--- config.mk ---
export PLATFORM = sky130hd
export DESIGN_NAME = darkroom_light_interlock_unit_flat
export DESIGN_NICKNAME = d
export VERILOG_FILES = /design/src/rtl/dli_pkg.sv /design/src/rtl/dli_item_if.sv /design/src/rtl/dli_result_if.sv /design/src/rtl/darkroom_light_interlock_unit.sv /design/src/rtl/dli_light_ctrl.sv /design/src/rtl/dli_color_mux.sv /design/src/flat_wrapper.sv
export SDC_FILE = /design/constraint.sdc
export NUM_CORES = 1
export LEC_CHECK = 0
export ABC_AREA = 0
export BUFFER_PORTS_ARGS = -buffer_cell sky130_fd_sc_hd__buf_2
export CAP_MARGIN = 20
export CORE_ASPECT_RATIO = 0.8
export CORE_MARGIN = 4
export CORE_UTILIZATION = 60
export CTS_CLUSTER_DIAMETER = 80
export DETAILED_ROUTE_END_ITERATION = 8
export GPL_TIMING_DRIVEN = 1
export PLACE_DENSITY = 0.79
export SLEW_MARGIN = 40
export SYNTH_ARGS = -nofsm -noshare
export SYNTH_HDL_FRONTEND = slang
export SYNTH_SLANG_ARGS = --single-unit
--- constraint.sdc ---
create_clock -name clk -period 8.1 [get_ports clk]
set_input_delay 0.405 -clock clk [delete_from_list [all_inputs] [get_ports clk]]
set_output_delay 0.405 -clock clk [all_outputs]
set_load 0.02 [all_outputs]
--- src/rtl/dli_pkg.sv ---
package dli_pkg;

  // default time stamp width
  localparam int TIME_BITS_DEFAULT = 32;

  // item kinds
  localparam logic KIND_POLL   = 1'b0;
  localparam logic KIND_EXPOSE = 1'b1;

  // busy modes of a poll word (code 3 behaves as light lock)
  localparam logic [1:0] BUSY_IDLE  = 2'd0;
  localparam logic [1:0] BUSY_TIMER = 2'd1;
  localparam logic [1:0] BUSY_LOCK  = 2'd2;

  // switch bit positions
  localparam int SW_FOCUS = 0;
  localparam int SW_SAFE  = 1;
  localparam int SW_ROOM  = 2;

  // levels and display mapping
  localparam logic [7:0] DEFAULT_SAFE  = 8'd30;
  localparam logic [7:0] DEFAULT_FOCUS = 8'd255;
  localparam logic [6:0] DIM_LOW       = 7'd10;
  localparam logic [6:0] DIM_SPAN      = 7'd90;

  // register reset values
  localparam logic [7:0]  SAFE_LEVEL_RST    = 8'd0;
  localparam logic [7:0]  FOCUS_LEVEL_RST   = 8'd0;
  localparam logic [7:0]  DISPLAY_LEVEL_RST = 8'd255;
  localparam logic [15:0] DEBOUNCE_MS_RST   = 16'd30;

  localparam int CFG_DATA_BITS = 16;

  typedef enum logic [1:0] {
    REG_SAFE_LEVEL    = 2'd0,
    REG_FOCUS_LEVEL   = 2'd1,
    REG_DISPLAY_LEVEL = 2'd2,
    REG_DEBOUNCE_MS   = 2'd3
  } cfg_reg_t;

  // light request status shared between control and color selection
  typedef struct packed {
    logic       focus;
    logic       safe;
    logic       exposure;
    logic       dark;
    logic [6:0] dim;
  } light_status_t;

  // floor(level * 90 / 255) + 10, the divide by 255 done by reciprocal
  function automatic logic [6:0] dim_of(input logic [7:0] level);
    logic [15:0] prod;
    logic [15:0] quo;
    begin
      prod = 16'(level) * 16'(DIM_SPAN);
      quo  = (prod + (prod >> 8) + 16'd1) >> 8;
      dim_of = quo[6:0] + DIM_LOW;
    end
  endfunction

endpackage

--- src/rtl/dli_item_if.sv ---
interface dli_item_if #(
  parameter int TIME_BITS = dli_pkg::TIME_BITS_DEFAULT
);
  logic                 valid;
  logic                 ready;
  logic                 kind;
  logic                 focus_raw;
  logic                 safe_raw;
  logic                 room_raw;
  logic [TIME_BITS-1:0] now_ms;
  logic [1:0]           busy_mode;
  logic                 ui_safe_set;
  logic                 ui_white_set;
  logic                 ui_room_set;
  logic [7:0]           red;
  logic [7:0]           green;
  logic [7:0]           blue;

  modport source (
    output valid, kind, focus_raw, safe_raw, room_raw, now_ms, busy_mode,
           ui_safe_set, ui_white_set, ui_room_set, red, green, blue,
    input  ready
  );
  modport sink (
    input  valid, kind, focus_raw, safe_raw, room_raw, now_ms, busy_mode,
           ui_safe_set, ui_white_set, ui_room_set, red, green, blue,
    output ready
  );
endinterface

--- src/rtl/dli_result_if.sv ---
interface dli_result_if;
  logic       valid;
  logic       ready;
  logic [7:0] pixel_red;
  logic [7:0] pixel_green;
  logic [7:0] pixel_blue;
  logic       safe_on;
  logic       enlarger_on;
  logic       room_dark;
  logic [6:0] display_dim;

  modport source (
    output valid, pixel_red, pixel_green, pixel_blue, safe_on, enlarger_on,
           room_dark, display_dim,
    input  ready
  );
  modport sink (
    input  valid, pixel_red, pixel_green, pixel_blue, safe_on, enlarger_on,
           room_dark, display_dim,
    output ready
  );
endinterface

--- src/rtl/darkroom_light_interlock_unit.sv ---
// Darkroom light interlock: takes one word per clock on item unless stalled
// and gives one result word for each, through an input register, then the
// result register behind the switch/latch update logic. Poll words debounce
// the focus, safelight and room switches against now_ms, merge the UI
// latches, trap a focus request that rises under safelight, and refresh the
// light requests on change, on the first full poll, or after a timer busy
// period. Exposure words set an RGB color; nonzero, it overrides the pixel.
// Pixel color follows exposure, safelight, focus, off. Write configuration
// through cfg_we/cfg_index/cfg_data only while no words are in flight.
module darkroom_light_interlock_unit #(
  parameter int TIME_BITS = dli_pkg::TIME_BITS_DEFAULT
) (
  input  logic                              clk,
  input  logic                              rst,
  input  logic                              cfg_we,
  input  logic [1:0]                        cfg_index,
  input  logic [dli_pkg::CFG_DATA_BITS-1:0] cfg_data,
  dli_item_if.sink                          item,
  dli_result_if.source                      result
);

  // configuration registers
  logic [7:0]  safe_level;
  logic [7:0]  focus_level;
  logic [7:0]  display_level;
  logic [15:0] debounce_ms;

  always_ff @(posedge clk) begin
    if (rst) begin
      safe_level    <= dli_pkg::SAFE_LEVEL_RST;
      focus_level   <= dli_pkg::FOCUS_LEVEL_RST;
      display_level <= dli_pkg::DISPLAY_LEVEL_RST;
      debounce_ms   <= dli_pkg::DEBOUNCE_MS_RST;
    end else if (cfg_we) begin
      unique case (dli_pkg::cfg_reg_t'(cfg_index))
        dli_pkg::REG_SAFE_LEVEL:    safe_level    <= cfg_data[7:0];
        dli_pkg::REG_FOCUS_LEVEL:   focus_level   <= cfg_data[7:0];
        dli_pkg::REG_DISPLAY_LEVEL: display_level <= cfg_data[7:0];
        dli_pkg::REG_DEBOUNCE_MS:   debounce_ms   <= cfg_data[15:0];
        default: ;
      endcase
    end
  end

  // input register stage
  logic                 s1_valid;
  logic                 s1_kind;
  logic [2:0]           s1_raw;
  logic [TIME_BITS-1:0] s1_now;
  logic [1:0]           s1_busy;
  logic [2:0]           s1_ui;
  logic [23:0]          s1_color;

  // result stage moves when empty or when the word is taken
  logic advance;
  assign advance    = !result.valid || result.ready;
  assign item.ready = !s1_valid || advance;

  always_ff @(posedge clk) begin
    if (rst) begin
      s1_valid <= 1'b0;
    end else if (item.ready) begin
      s1_valid <= item.valid;
    end
  end

  // payload only, no reset
  always_ff @(posedge clk) begin
    if (item.valid && item.ready) begin
      s1_kind  <= item.kind;
      s1_raw   <= {item.room_raw, item.safe_raw, item.focus_raw};
      s1_now   <= item.now_ms;
      s1_busy  <= item.busy_mode;
      s1_ui    <= {item.ui_room_set, item.ui_safe_set, item.ui_white_set};
      s1_color <= {item.red, item.green, item.blue};
    end
  end

  // state update fires when the word leaves the input register
  logic                   update;
  dli_pkg::light_status_t status_next;
  logic [23:0]            color_next;

  assign update = s1_valid && advance;

  dli_light_ctrl #(
    .TIME_BITS (TIME_BITS)
  ) u_ctrl (
    .clk           (clk),
    .rst           (rst),
    .update        (update),
    .kind          (s1_kind),
    .raw           (s1_raw),
    .now_ms        (s1_now),
    .busy_mode     (s1_busy),
    .ui_set        (s1_ui),
    .color_in      (s1_color),
    .display_level (display_level),
    .debounce_ms   (debounce_ms),
    .status_next   (status_next),
    .color_next    (color_next)
  );

  // color selection on the updated status
  logic [7:0] pix_red;
  logic [7:0] pix_green;
  logic [7:0] pix_blue;
  logic       safe_on;
  logic       enlarger_on;

  dli_color_mux u_color (
    .status      (status_next),
    .color       (color_next),
    .safe_level  (safe_level),
    .focus_level (focus_level),
    .red         (pix_red),
    .green       (pix_green),
    .blue        (pix_blue),
    .safe_on     (safe_on),
    .enlarger_on (enlarger_on)
  );

  // result register
  always_ff @(posedge clk) begin
    if (rst) begin
      result.valid <= 1'b0;
    end else if (advance) begin
      result.valid <= s1_valid;
    end
  end

  always_ff @(posedge clk) begin
    if (update) begin
      result.pixel_red   <= pix_red;
      result.pixel_green <= pix_green;
      result.pixel_blue  <= pix_blue;
      result.safe_on     <= safe_on;
      result.enlarger_on <= enlarger_on;
      result.room_dark   <= status_next.dark;
      result.display_dim <= status_next.dim;
    end
  end

  // an empty result stage never stalls the input side
  a_ready_when_empty: assert property (@(posedge clk) disable iff (rst)
    !result.valid |-> item.ready)
    else $error("input stalled with empty result register");

endmodule

--- src/rtl/dli_light_ctrl.sv ---
module dli_light_ctrl #(
  parameter int TIME_BITS = dli_pkg::TIME_BITS_DEFAULT
) (
  input  logic                    clk,
  input  logic                    rst,
  input  logic                    update,
  input  logic                    kind,
  input  logic [2:0]              raw,
  input  logic [TIME_BITS-1:0]    now_ms,
  input  logic [1:0]              busy_mode,
  input  logic [2:0]              ui_set,
  input  logic [23:0]             color_in,
  input  logic [7:0]              display_level,
  input  logic [15:0]             debounce_ms,
  output dli_pkg::light_status_t  status_next,
  output logic [23:0]             color_next
);

  logic [2:0]           raw_prev;
  logic [TIME_BITS-1:0] stamp [3];
  logic [2:0]           debounced;
  logic [2:0]           latches;
  logic                 trap;
  logic                 last_focus;
  logic [2:0]           last_sent;
  logic                 first_pending;
  logic                 busy_flag;
  dli_pkg::light_status_t status;
  logic [23:0]          color;

  logic [2:0]           raw_prev_next;
  logic [TIME_BITS-1:0] stamp_next [3];
  logic [TIME_BITS-1:0] age [3];
  logic [2:0]           debounced_next;
  logic [2:0]           latches_next;
  logic                 trap_next;
  logic                 last_focus_next;
  logic [2:0]           last_sent_next;
  logic                 first_pending_next;
  logic                 busy_flag_next;
  logic [2:0]           targets;
  logic [2:0]           changed;
  logic [2:0]           wanted;
  logic                 focus_want;

  always_comb begin
    raw_prev_next      = raw_prev;
    stamp_next         = stamp;
    age                = '{default: '0};
    debounced_next     = debounced;
    latches_next       = latches;
    trap_next          = trap;
    last_focus_next    = last_focus;
    last_sent_next     = last_sent;
    first_pending_next = first_pending;
    busy_flag_next     = busy_flag;
    status_next        = status;
    color_next         = color;
    targets            = '0;
    changed            = '0;
    wanted             = '0;
    focus_want         = 1'b0;

    if (kind == dli_pkg::KIND_EXPOSE) begin
      color_next           = color_in;
      status_next.exposure = |color_in;
    end else begin
      latches_next = latches | ui_set;
      case (busy_mode)
        dli_pkg::BUSY_IDLE: begin
          // per switch debounce against its last change time
          for (int i = 0; i < 3; i++) begin
            if (raw[i] != raw_prev[i]) begin
              stamp_next[i] = now_ms;
            end
            age[i] = now_ms - stamp_next[i];
            if (age[i] >= TIME_BITS'(debounce_ms)) begin
              debounced_next[i] = raw[i];
            end
          end
          raw_prev_next = raw;

          // physical off clears the latch
          latches_next = latches_next & debounced_next;
          wanted       = debounced_next | latches_next;
          focus_want   = wanted[dli_pkg::SW_FOCUS];

          // focus rising while safelight is wanted gets trapped
          if (focus_want && !last_focus && wanted[dli_pkg::SW_SAFE]) begin
            trap_next = 1'b1;
            latches_next[dli_pkg::SW_FOCUS] = 1'b0;
          end
          if (!focus_want) begin
            trap_next = 1'b0;
          end
          last_focus_next = focus_want;

          targets[dli_pkg::SW_FOCUS] = focus_want && !trap_next;
          targets[dli_pkg::SW_SAFE]  = debounced_next[dli_pkg::SW_SAFE] |
                                       latches_next[dli_pkg::SW_SAFE];
          targets[dli_pkg::SW_ROOM]  = debounced_next[dli_pkg::SW_ROOM] |
                                       latches_next[dli_pkg::SW_ROOM];

          changed = (first_pending || busy_flag) ? 3'b111 : (targets ^ last_sent);
          if (changed[dli_pkg::SW_FOCUS]) begin
            status_next.focus = targets[dli_pkg::SW_FOCUS];
          end
          if (changed[dli_pkg::SW_SAFE]) begin
            status_next.safe = targets[dli_pkg::SW_SAFE];
          end
          if (changed[dli_pkg::SW_ROOM]) begin
            status_next.dark = targets[dli_pkg::SW_ROOM];
            status_next.dim  = targets[dli_pkg::SW_ROOM] ? 7'd0 :
                               dli_pkg::dim_of(display_level);
          end
          last_sent_next     = targets;
          first_pending_next = 1'b0;
          busy_flag_next     = 1'b0;
        end
        dli_pkg::BUSY_TIMER: begin
          busy_flag_next = 1'b1;
        end
        default: begin
        end
      endcase
    end
  end

  always_ff @(posedge clk) begin
    if (rst) begin
      raw_prev      <= '0;
      stamp         <= '{default: '0};
      debounced     <= '0;
      latches       <= '0;
      trap          <= 1'b0;
      last_focus    <= 1'b0;
      last_sent     <= '0;
      first_pending <= 1'b1;
      busy_flag     <= 1'b0;
      status        <= '0;
      color         <= '0;
    end else if (update) begin
      raw_prev      <= raw_prev_next;
      stamp         <= stamp_next;
      debounced     <= debounced_next;
      latches       <= latches_next;
      trap          <= trap_next;
      last_focus    <= last_focus_next;
      last_sent     <= last_sent_next;
      first_pending <= first_pending_next;
      busy_flag     <= busy_flag_next;
      status        <= status_next;
      color         <= color_next;
    end
  end

  a_dark_dim_zero: assert property (@(posedge clk) disable iff (rst)
    status.dark |-> status.dim == 7'd0)
    else $error("dark room with nonzero dimming");

  a_trap_needs_focus: assert property (@(posedge clk) disable iff (rst)
    trap |-> last_focus)
    else $error("trap lock held without focus request");

  a_exposure_color: assert property (@(posedge clk) disable iff (rst)
    status.exposure == (color != 24'd0))
    else $error("exposure flag does not match stored color");

  a_sync_clears: assert property (@(posedge clk) disable iff (rst)
    update && kind == dli_pkg::KIND_POLL && busy_mode == dli_pkg::BUSY_IDLE
    |=> !first_pending && !busy_flag)
    else $error("full poll left resync pending");

endmodule

--- src/rtl/dli_color_mux.sv ---
module dli_color_mux (
  input  dli_pkg::light_status_t status,
  input  logic [23:0]            color,
  input  logic [7:0]             safe_level,
  input  logic [7:0]             focus_level,
  output logic [7:0]             red,
  output logic [7:0]             green,
  output logic [7:0]             blue,
  output logic                   safe_on,
  output logic                   enlarger_on
);

  logic [7:0] safe_red;
  logic [7:0] focus_white;

  assign safe_red    = (safe_level != 8'd0) ? safe_level : dli_pkg::DEFAULT_SAFE;
  assign focus_white = (focus_level != 8'd0) ? focus_level : dli_pkg::DEFAULT_FOCUS;

  // priority: exposure, safelight, focus, off
  always_comb begin
    red   = 8'd0;
    green = 8'd0;
    blue  = 8'd0;
    if (status.exposure) begin
      red   = color[23:16];
      green = color[15:8];
      blue  = color[7:0];
    end else if (status.safe) begin
      red = safe_red;
    end else if (status.focus) begin
      red   = focus_white;
      green = focus_white;
      blue  = focus_white;
    end
  end

  assign safe_on     = status.safe;
  assign enlarger_on = status.exposure || (status.focus && !status.safe);

endmodule
--- src/flat_wrapper.sv ---
// flat-port wrapper written by rule: the top's interface ports become plain ports
module darkroom_light_interlock_unit_flat 
#(
  parameter int TIME_BITS = dli_pkg::TIME_BITS_DEFAULT
)
  (clk, rst, cfg_we, cfg_index, cfg_data, item_valid, item_kind, item_focus_raw, item_safe_raw, item_room_raw, item_now_ms, item_busy_mode, item_ui_safe_set, item_ui_white_set, item_ui_room_set, item_red, item_green, item_blue, item_ready, result_valid, result_pixel_red, result_pixel_green, result_pixel_blue, result_safe_on, result_enlarger_on, result_room_dark, result_display_dim, result_ready);
  dli_item_if #(.TIME_BITS(TIME_BITS)) item_i ();
  dli_result_if result_i ();
  input  logic clk;
  input  logic rst;
  input  logic cfg_we;
  input  logic [1:0] cfg_index;
  input  logic [dli_pkg::CFG_DATA_BITS-1:0] cfg_data;
  input wire logic [$bits(item_i.valid)-1:0] item_valid;
  input wire logic [$bits(item_i.kind)-1:0] item_kind;
  input wire logic [$bits(item_i.focus_raw)-1:0] item_focus_raw;
  input wire logic [$bits(item_i.safe_raw)-1:0] item_safe_raw;
  input wire logic [$bits(item_i.room_raw)-1:0] item_room_raw;
  input wire logic [$bits(item_i.now_ms)-1:0] item_now_ms;
  input wire logic [$bits(item_i.busy_mode)-1:0] item_busy_mode;
  input wire logic [$bits(item_i.ui_safe_set)-1:0] item_ui_safe_set;
  input wire logic [$bits(item_i.ui_white_set)-1:0] item_ui_white_set;
  input wire logic [$bits(item_i.ui_room_set)-1:0] item_ui_room_set;
  input wire logic [$bits(item_i.red)-1:0] item_red;
  input wire logic [$bits(item_i.green)-1:0] item_green;
  input wire logic [$bits(item_i.blue)-1:0] item_blue;
  output wire logic [$bits(item_i.ready)-1:0] item_ready;
  output wire logic [$bits(result_i.valid)-1:0] result_valid;
  output wire logic [$bits(result_i.pixel_red)-1:0] result_pixel_red;
  output wire logic [$bits(result_i.pixel_green)-1:0] result_pixel_green;
  output wire logic [$bits(result_i.pixel_blue)-1:0] result_pixel_blue;
  output wire logic [$bits(result_i.safe_on)-1:0] result_safe_on;
  output wire logic [$bits(result_i.enlarger_on)-1:0] result_enlarger_on;
  output wire logic [$bits(result_i.room_dark)-1:0] result_room_dark;
  output wire logic [$bits(result_i.display_dim)-1:0] result_display_dim;
  input wire logic [$bits(result_i.ready)-1:0] result_ready;
  assign item_i.valid = item_valid;
  assign item_i.kind = item_kind;
  assign item_i.focus_raw = item_focus_raw;
  assign item_i.safe_raw = item_safe_raw;
  assign item_i.room_raw = item_room_raw;
  assign item_i.now_ms = item_now_ms;
  assign item_i.busy_mode = item_busy_mode;
  assign item_i.ui_safe_set = item_ui_safe_set;
  assign item_i.ui_white_set = item_ui_white_set;
  assign item_i.ui_room_set = item_ui_room_set;
  assign item_i.red = item_red;
  assign item_i.green = item_green;
  assign item_i.blue = item_blue;
  assign item_ready = item_i.ready;
  assign result_valid = result_i.valid;
  assign result_pixel_red = result_i.pixel_red;
  assign result_pixel_green = result_i.pixel_green;
  assign result_pixel_blue = result_i.pixel_blue;
  assign result_safe_on = result_i.safe_on;
  assign result_enlarger_on = result_i.enlarger_on;
  assign result_room_dark = result_i.room_dark;
  assign result_display_dim = result_i.display_dim;
  assign result_i.ready = result_ready;
  darkroom_light_interlock_unit #(.TIME_BITS(TIME_BITS)) u_core (.clk(clk), .rst(rst), .cfg_we(cfg_we), .cfg_index(cfg_index), .cfg_data(cfg_data), .item(item_i), .result(result_i));
endmodule
==> results.sh <==
export IMPL_outcome="complete, no violations"
export IMPL_period_share_pct=87.7
export IMPL_totalWireLength_um=55200
export IMPL_synth_edf_count=96
export IMPL_vias_per_cell=6.38
export IMPL_antenna_cells=0
export IMPL_fin_skew_ns=0.0332
export IMPL_grt_max_degree=90
export IMPL_worst_setup_path_type="flop to flop"
export IMPL_synth_top_family_by_area="compound AO/OA/AOI/OAI gates"
export IMPL_final_area_um2=22000
export IMPL_synth_seq_area_share_pct=33.8
export IMPL_post_drt_wl_per_cell_um=19.8
export IMPL_track_usage_pct=29.9
export IMPL_syn_nets=2492
export IMPL_cts_path_max_buffers=3
export IMPL_reg2reg_to="u_core.result.display_dim[0]"
export IMPL_busiest_layer="met2"
export IMPL_power_switching_mw=1.62
export IMPL_synthAdderAreaFrac_pct=11.9
export IMPL_antenna_found_initial=0
export IMPL_syn_area_um2=19500
export IMPL_cts_root_buffer_cell="clkbuf_16"
export IMPL_p_int_mw=3.02
export IMPL_crit_fanout=19
export IMPL_die_h_um=169
export IMPL_antenna_left=0
export IMPL_synth_cell_types=101
export IMPL_dieArea_um2=35400
export IMPL_final_hold_violation_count=0
export IMPL_synth_xor_area_share_pct=3.64
export IMPL_max_slew_margin_rel_pct=45.3
export IMPL_ir_drop_uv=208
export IMPL_min_path_type="input pin to flop"
export IMPL_arrival_ns=7.40
export IMPL_numCtsBuffers=30
export IMPL_use_met2_pct=46.2
export IMPL_reg2reg_from="u_core.s1_raw[2]"
export IMPL_start_util_pct=61.4
export IMPL_worst_pin_slew_ns=0.818
export IMPL_use_met3_pct=5.91
export IMPL_coreArea_um2=31700
export IMPL_htreeDepth=1
export IMPL_r2r_slack_ns=1.0
export IMPL_rr_worst_depth=23
export IMPL_gp_congestion=0.960
export IMPL_setup_tns_ns=0
export IMPL_p_clk_share_pct=31.4
export IMPL_synthArstFlopShare_pct=0
export IMPL_finalSetupViolations=0
export IMPL_swShare_pct=34.9
export IMPL_placed_area_um2=20300
export IMPL_yosysMostFrequentCell="nand2_1"
export IMPL_yosys_area_top_type_share_pct=19.0
export IMPL_powerDensity_nw_per_um2=211
export IMPL_cp_endpoint="u_core.result.display_dim[0]"
export IMPL_rsz0062_at_grt="false"
export IMPL_p_seq_share_pct=34.2
export IMPL_clk_pin_slew_ns=0.07
export IMPL_drt_first_pass_iters=6
export IMPL_ios=124
export IMPL_portBuffers=120
export IMPL_row_count=58
export IMPL_crit_required_ns=8.39
export IMPL_drive_gt1_share_pct=10.1
export IMPL_comb_power_share_pct=34.4
export IMPL_ys_flop_type="dfxtp_1"
export IMPL_yosysTopAreaCell="dfxtp_1"
export IMPL_setup_worst_path_end_class="flop"
export IMPL_use_met1_pct=44.0
export IMPL_maxCapViolations=0
export IMPL_synth_simple_area_share_pct=16.6
export IMPL_die_w_um=209
export IMPL_cp_startpoint="u_core.s1_raw[2]"
export IMPL_synthToLayoutAreaGrowth_pct=12.9
export IMPL_ys_warn_count=0
export IMPL_synthMuxAreaShare_pct=6.89
export IMPL_clock_sinks=281
export IMPL_hold_ws_ns=0.0398
export IMPL_slew_viol_final=0
export IMPL_synth_cells=2229
export IMPL_cts_tree="built"
export IMPL_cellLeakagePower_nw=8.71
export IMPL_grt_pass1_vias=16600
export IMPL_synth_commonest_cells="nand2_1, nor2_1, dfxtp_1"
export IMPL_ys_seq_elements=281
export IMPL_fin_nets=2603
export IMPL_fin_crit_ns=7.10
export IMPL_drtIter0Drc=1844
export IMPL_synth_compound_area_share_pct=22.8
export IMPL_start_kind="flop"
export IMPL_grt_first_pass_wirelength_um=87300
export IMPL_dp_hpwl_um=40800
export IMPL_clock_latency_ns=0.59
export IMPL_syn_avg_cell_area_um2=8.74
export IMPL_via_count=17800
export IMPL_max_freq_mhz=141
export IMPL_drcViolationCount=0
export IMPL_ys_top_cells_by_area="dfxtp_1, edfxtp_1, ha_1, mux2i_1, a21oi_1"
export IMPL_grt_ovfl_total=0
==> sequential cells by signal, indices dropped and copies added (netlist names), 2 cells and up <==
register / flops
u_core.debounce_ms: 16
u_core.display_level: 8
u_core.focus_level: 8
u_core.result.display_dim: 7
u_core.result.pixel_blue: 8
u_core.result.pixel_green: 8
u_core.result.pixel_red: 8
u_core.s1_busy: 2
u_core.s1_color: 24
u_core.s1_now: 32
u_core.s1_raw: 3
u_core.safe_level: 8
u_core.u_ctrl.color: 24
u_core.u_ctrl.debounced: 3
u_core.u_ctrl.last_sent: 2
u_core.u_ctrl.raw_prev: 3
u_core.u_ctrl.stamp: 96
u_core.u_ctrl.status: 11
==> power by group through the flow <==
stage               clock network [mW]  registers [mW]  logic [mW]
floorplan                            0            1.59        1.19
global placement                     0            1.61        1.49
detailed placement                   0            1.61        1.54
CTS                               1.47            1.58        1.57
global route                      1.53            1.59        1.77
finish                            1.46            1.58        1.59
==> kinds of logic after synthesis <==
logic type                 after synthesis
and+or+nand+nor                        693
AOI/OAI and AO/OA                      645
DFF                                    281
buffers and inverters                  219
adders and majority gates              178
muxes                                  133
xor gates and xnor gates                80
==> how the worst min path moves through the flow <==
stage,startpoint,to,depth (start not counted)
finish,item_room_raw,u_core.s1_raw[2],1
floorplan,u_core.u_ctrl.first_pending,u_core.u_ctrl.first_pending,2
detailed placement,u_core.u_ctrl.first_pending,u_core.u_ctrl.first_pending,2
global route,item_safe_raw,u_core.s1_raw[1],1
global placement,u_core.u_ctrl.color[2],u_core.u_ctrl.color[2],2
CTS,item_room_raw,u_core.s1_raw[2],1
==> area by class of cell <==
class | count | area (um^2)
clock buffers | 40 | 818
clock inverters | 16 | 223
fillers | 2440 | 9730
inverters | 103 | 387
multi-input cells | 1729 | 12100
flip-flops and latches | 281 | 6590
well taps | 420 | 526
repair buffers | 195 | 1330
==> placed cells by master, fill, tap and decap left out, drive strengths merged, types with 9 or more instances in the layout <==
master,netlist,final
nand4,32,32
inv,101,105
nor2,214,214
a21o,42,42
nand3,42,42
xnor2,51,51
and3,15,15
ha,163,163
nor2b,26,26
o21bai,12,12
and2,11,11
dfxtp,185,185
nor4,15,15
nand2,234,234
o211ai,24,24
a2111oi,9,9
nor3,32,32
a211oi,112,112
xor2,29,29
dlygate4sd3,0,59
buf,19,136
o2111ai,17,17
o21ai,95,95
edfxtp,96,96
fa,12,12
o22ai,25,25
mux2i,127,127
a31oi,18,18
o21a,17,17
a21oi,177,177
o221ai,10,10
nand2b,25,25
clkbuf,97,40
==> metrics by stage <==
stage | utilization [%] | power, mW | setup slack, ns | instances
floorplan | - | 2.78 | 2.05 | 2229
global placement | 64.1 | 3.10 | 1.39 | 2669
detailed placement | 64.1 | 3.15 | 1.17 | 2669
CTS | 69.3 | 4.62 | 1.12 | 2784
global route | 69.3 | 4.89 | 0.655 | 2784
finish | 69.3 | 4.63 | 0.997 | 2784
==> layer usage <==
metal  vias up  share of wire (%)  routed length, um
met1      8454                 45              25100
li1       8471                  -                  -
met2       742                 43              23800
met5         -                  0                  0
met3        84                9.3               5160
met4         0                2.2               1230
==> critical path, cell delays in order (launching register included) <==
cell       delay (ns)
edfxtp_1         0.52
xor2_4           0.18
buf_4            0.33
mux2_2           0.24
ha_1             0.17
inv_1            0.06
fa_1             0.41
a21o_1           0.21
a221o_1          0.32
a311oi_1         0.53
o21ai_0          0.21
xor2_1           0.19
ha_1             0.30
a21o_1           0.16
a221o_1          0.32
a211oi_1         0.19
o2111ai_1        0.16
a2111oi_0        0.39
nand4_1          0.20
nor3_1           0.26
nand4b_1         0.42
a31o_2           0.41
a31oi_2          0.46
o21ai_0          0.16
==> timing repair <==
| item | CTS | global route |
|---|---|---|
| setup buffers | 0 | 0 |
| hold endpoints to repair | 59 | 0 |
| hold buffers | 59 | 0 |
| gates resized for setup | 0 | 0 |
Power figures use the tool's default switching activity.
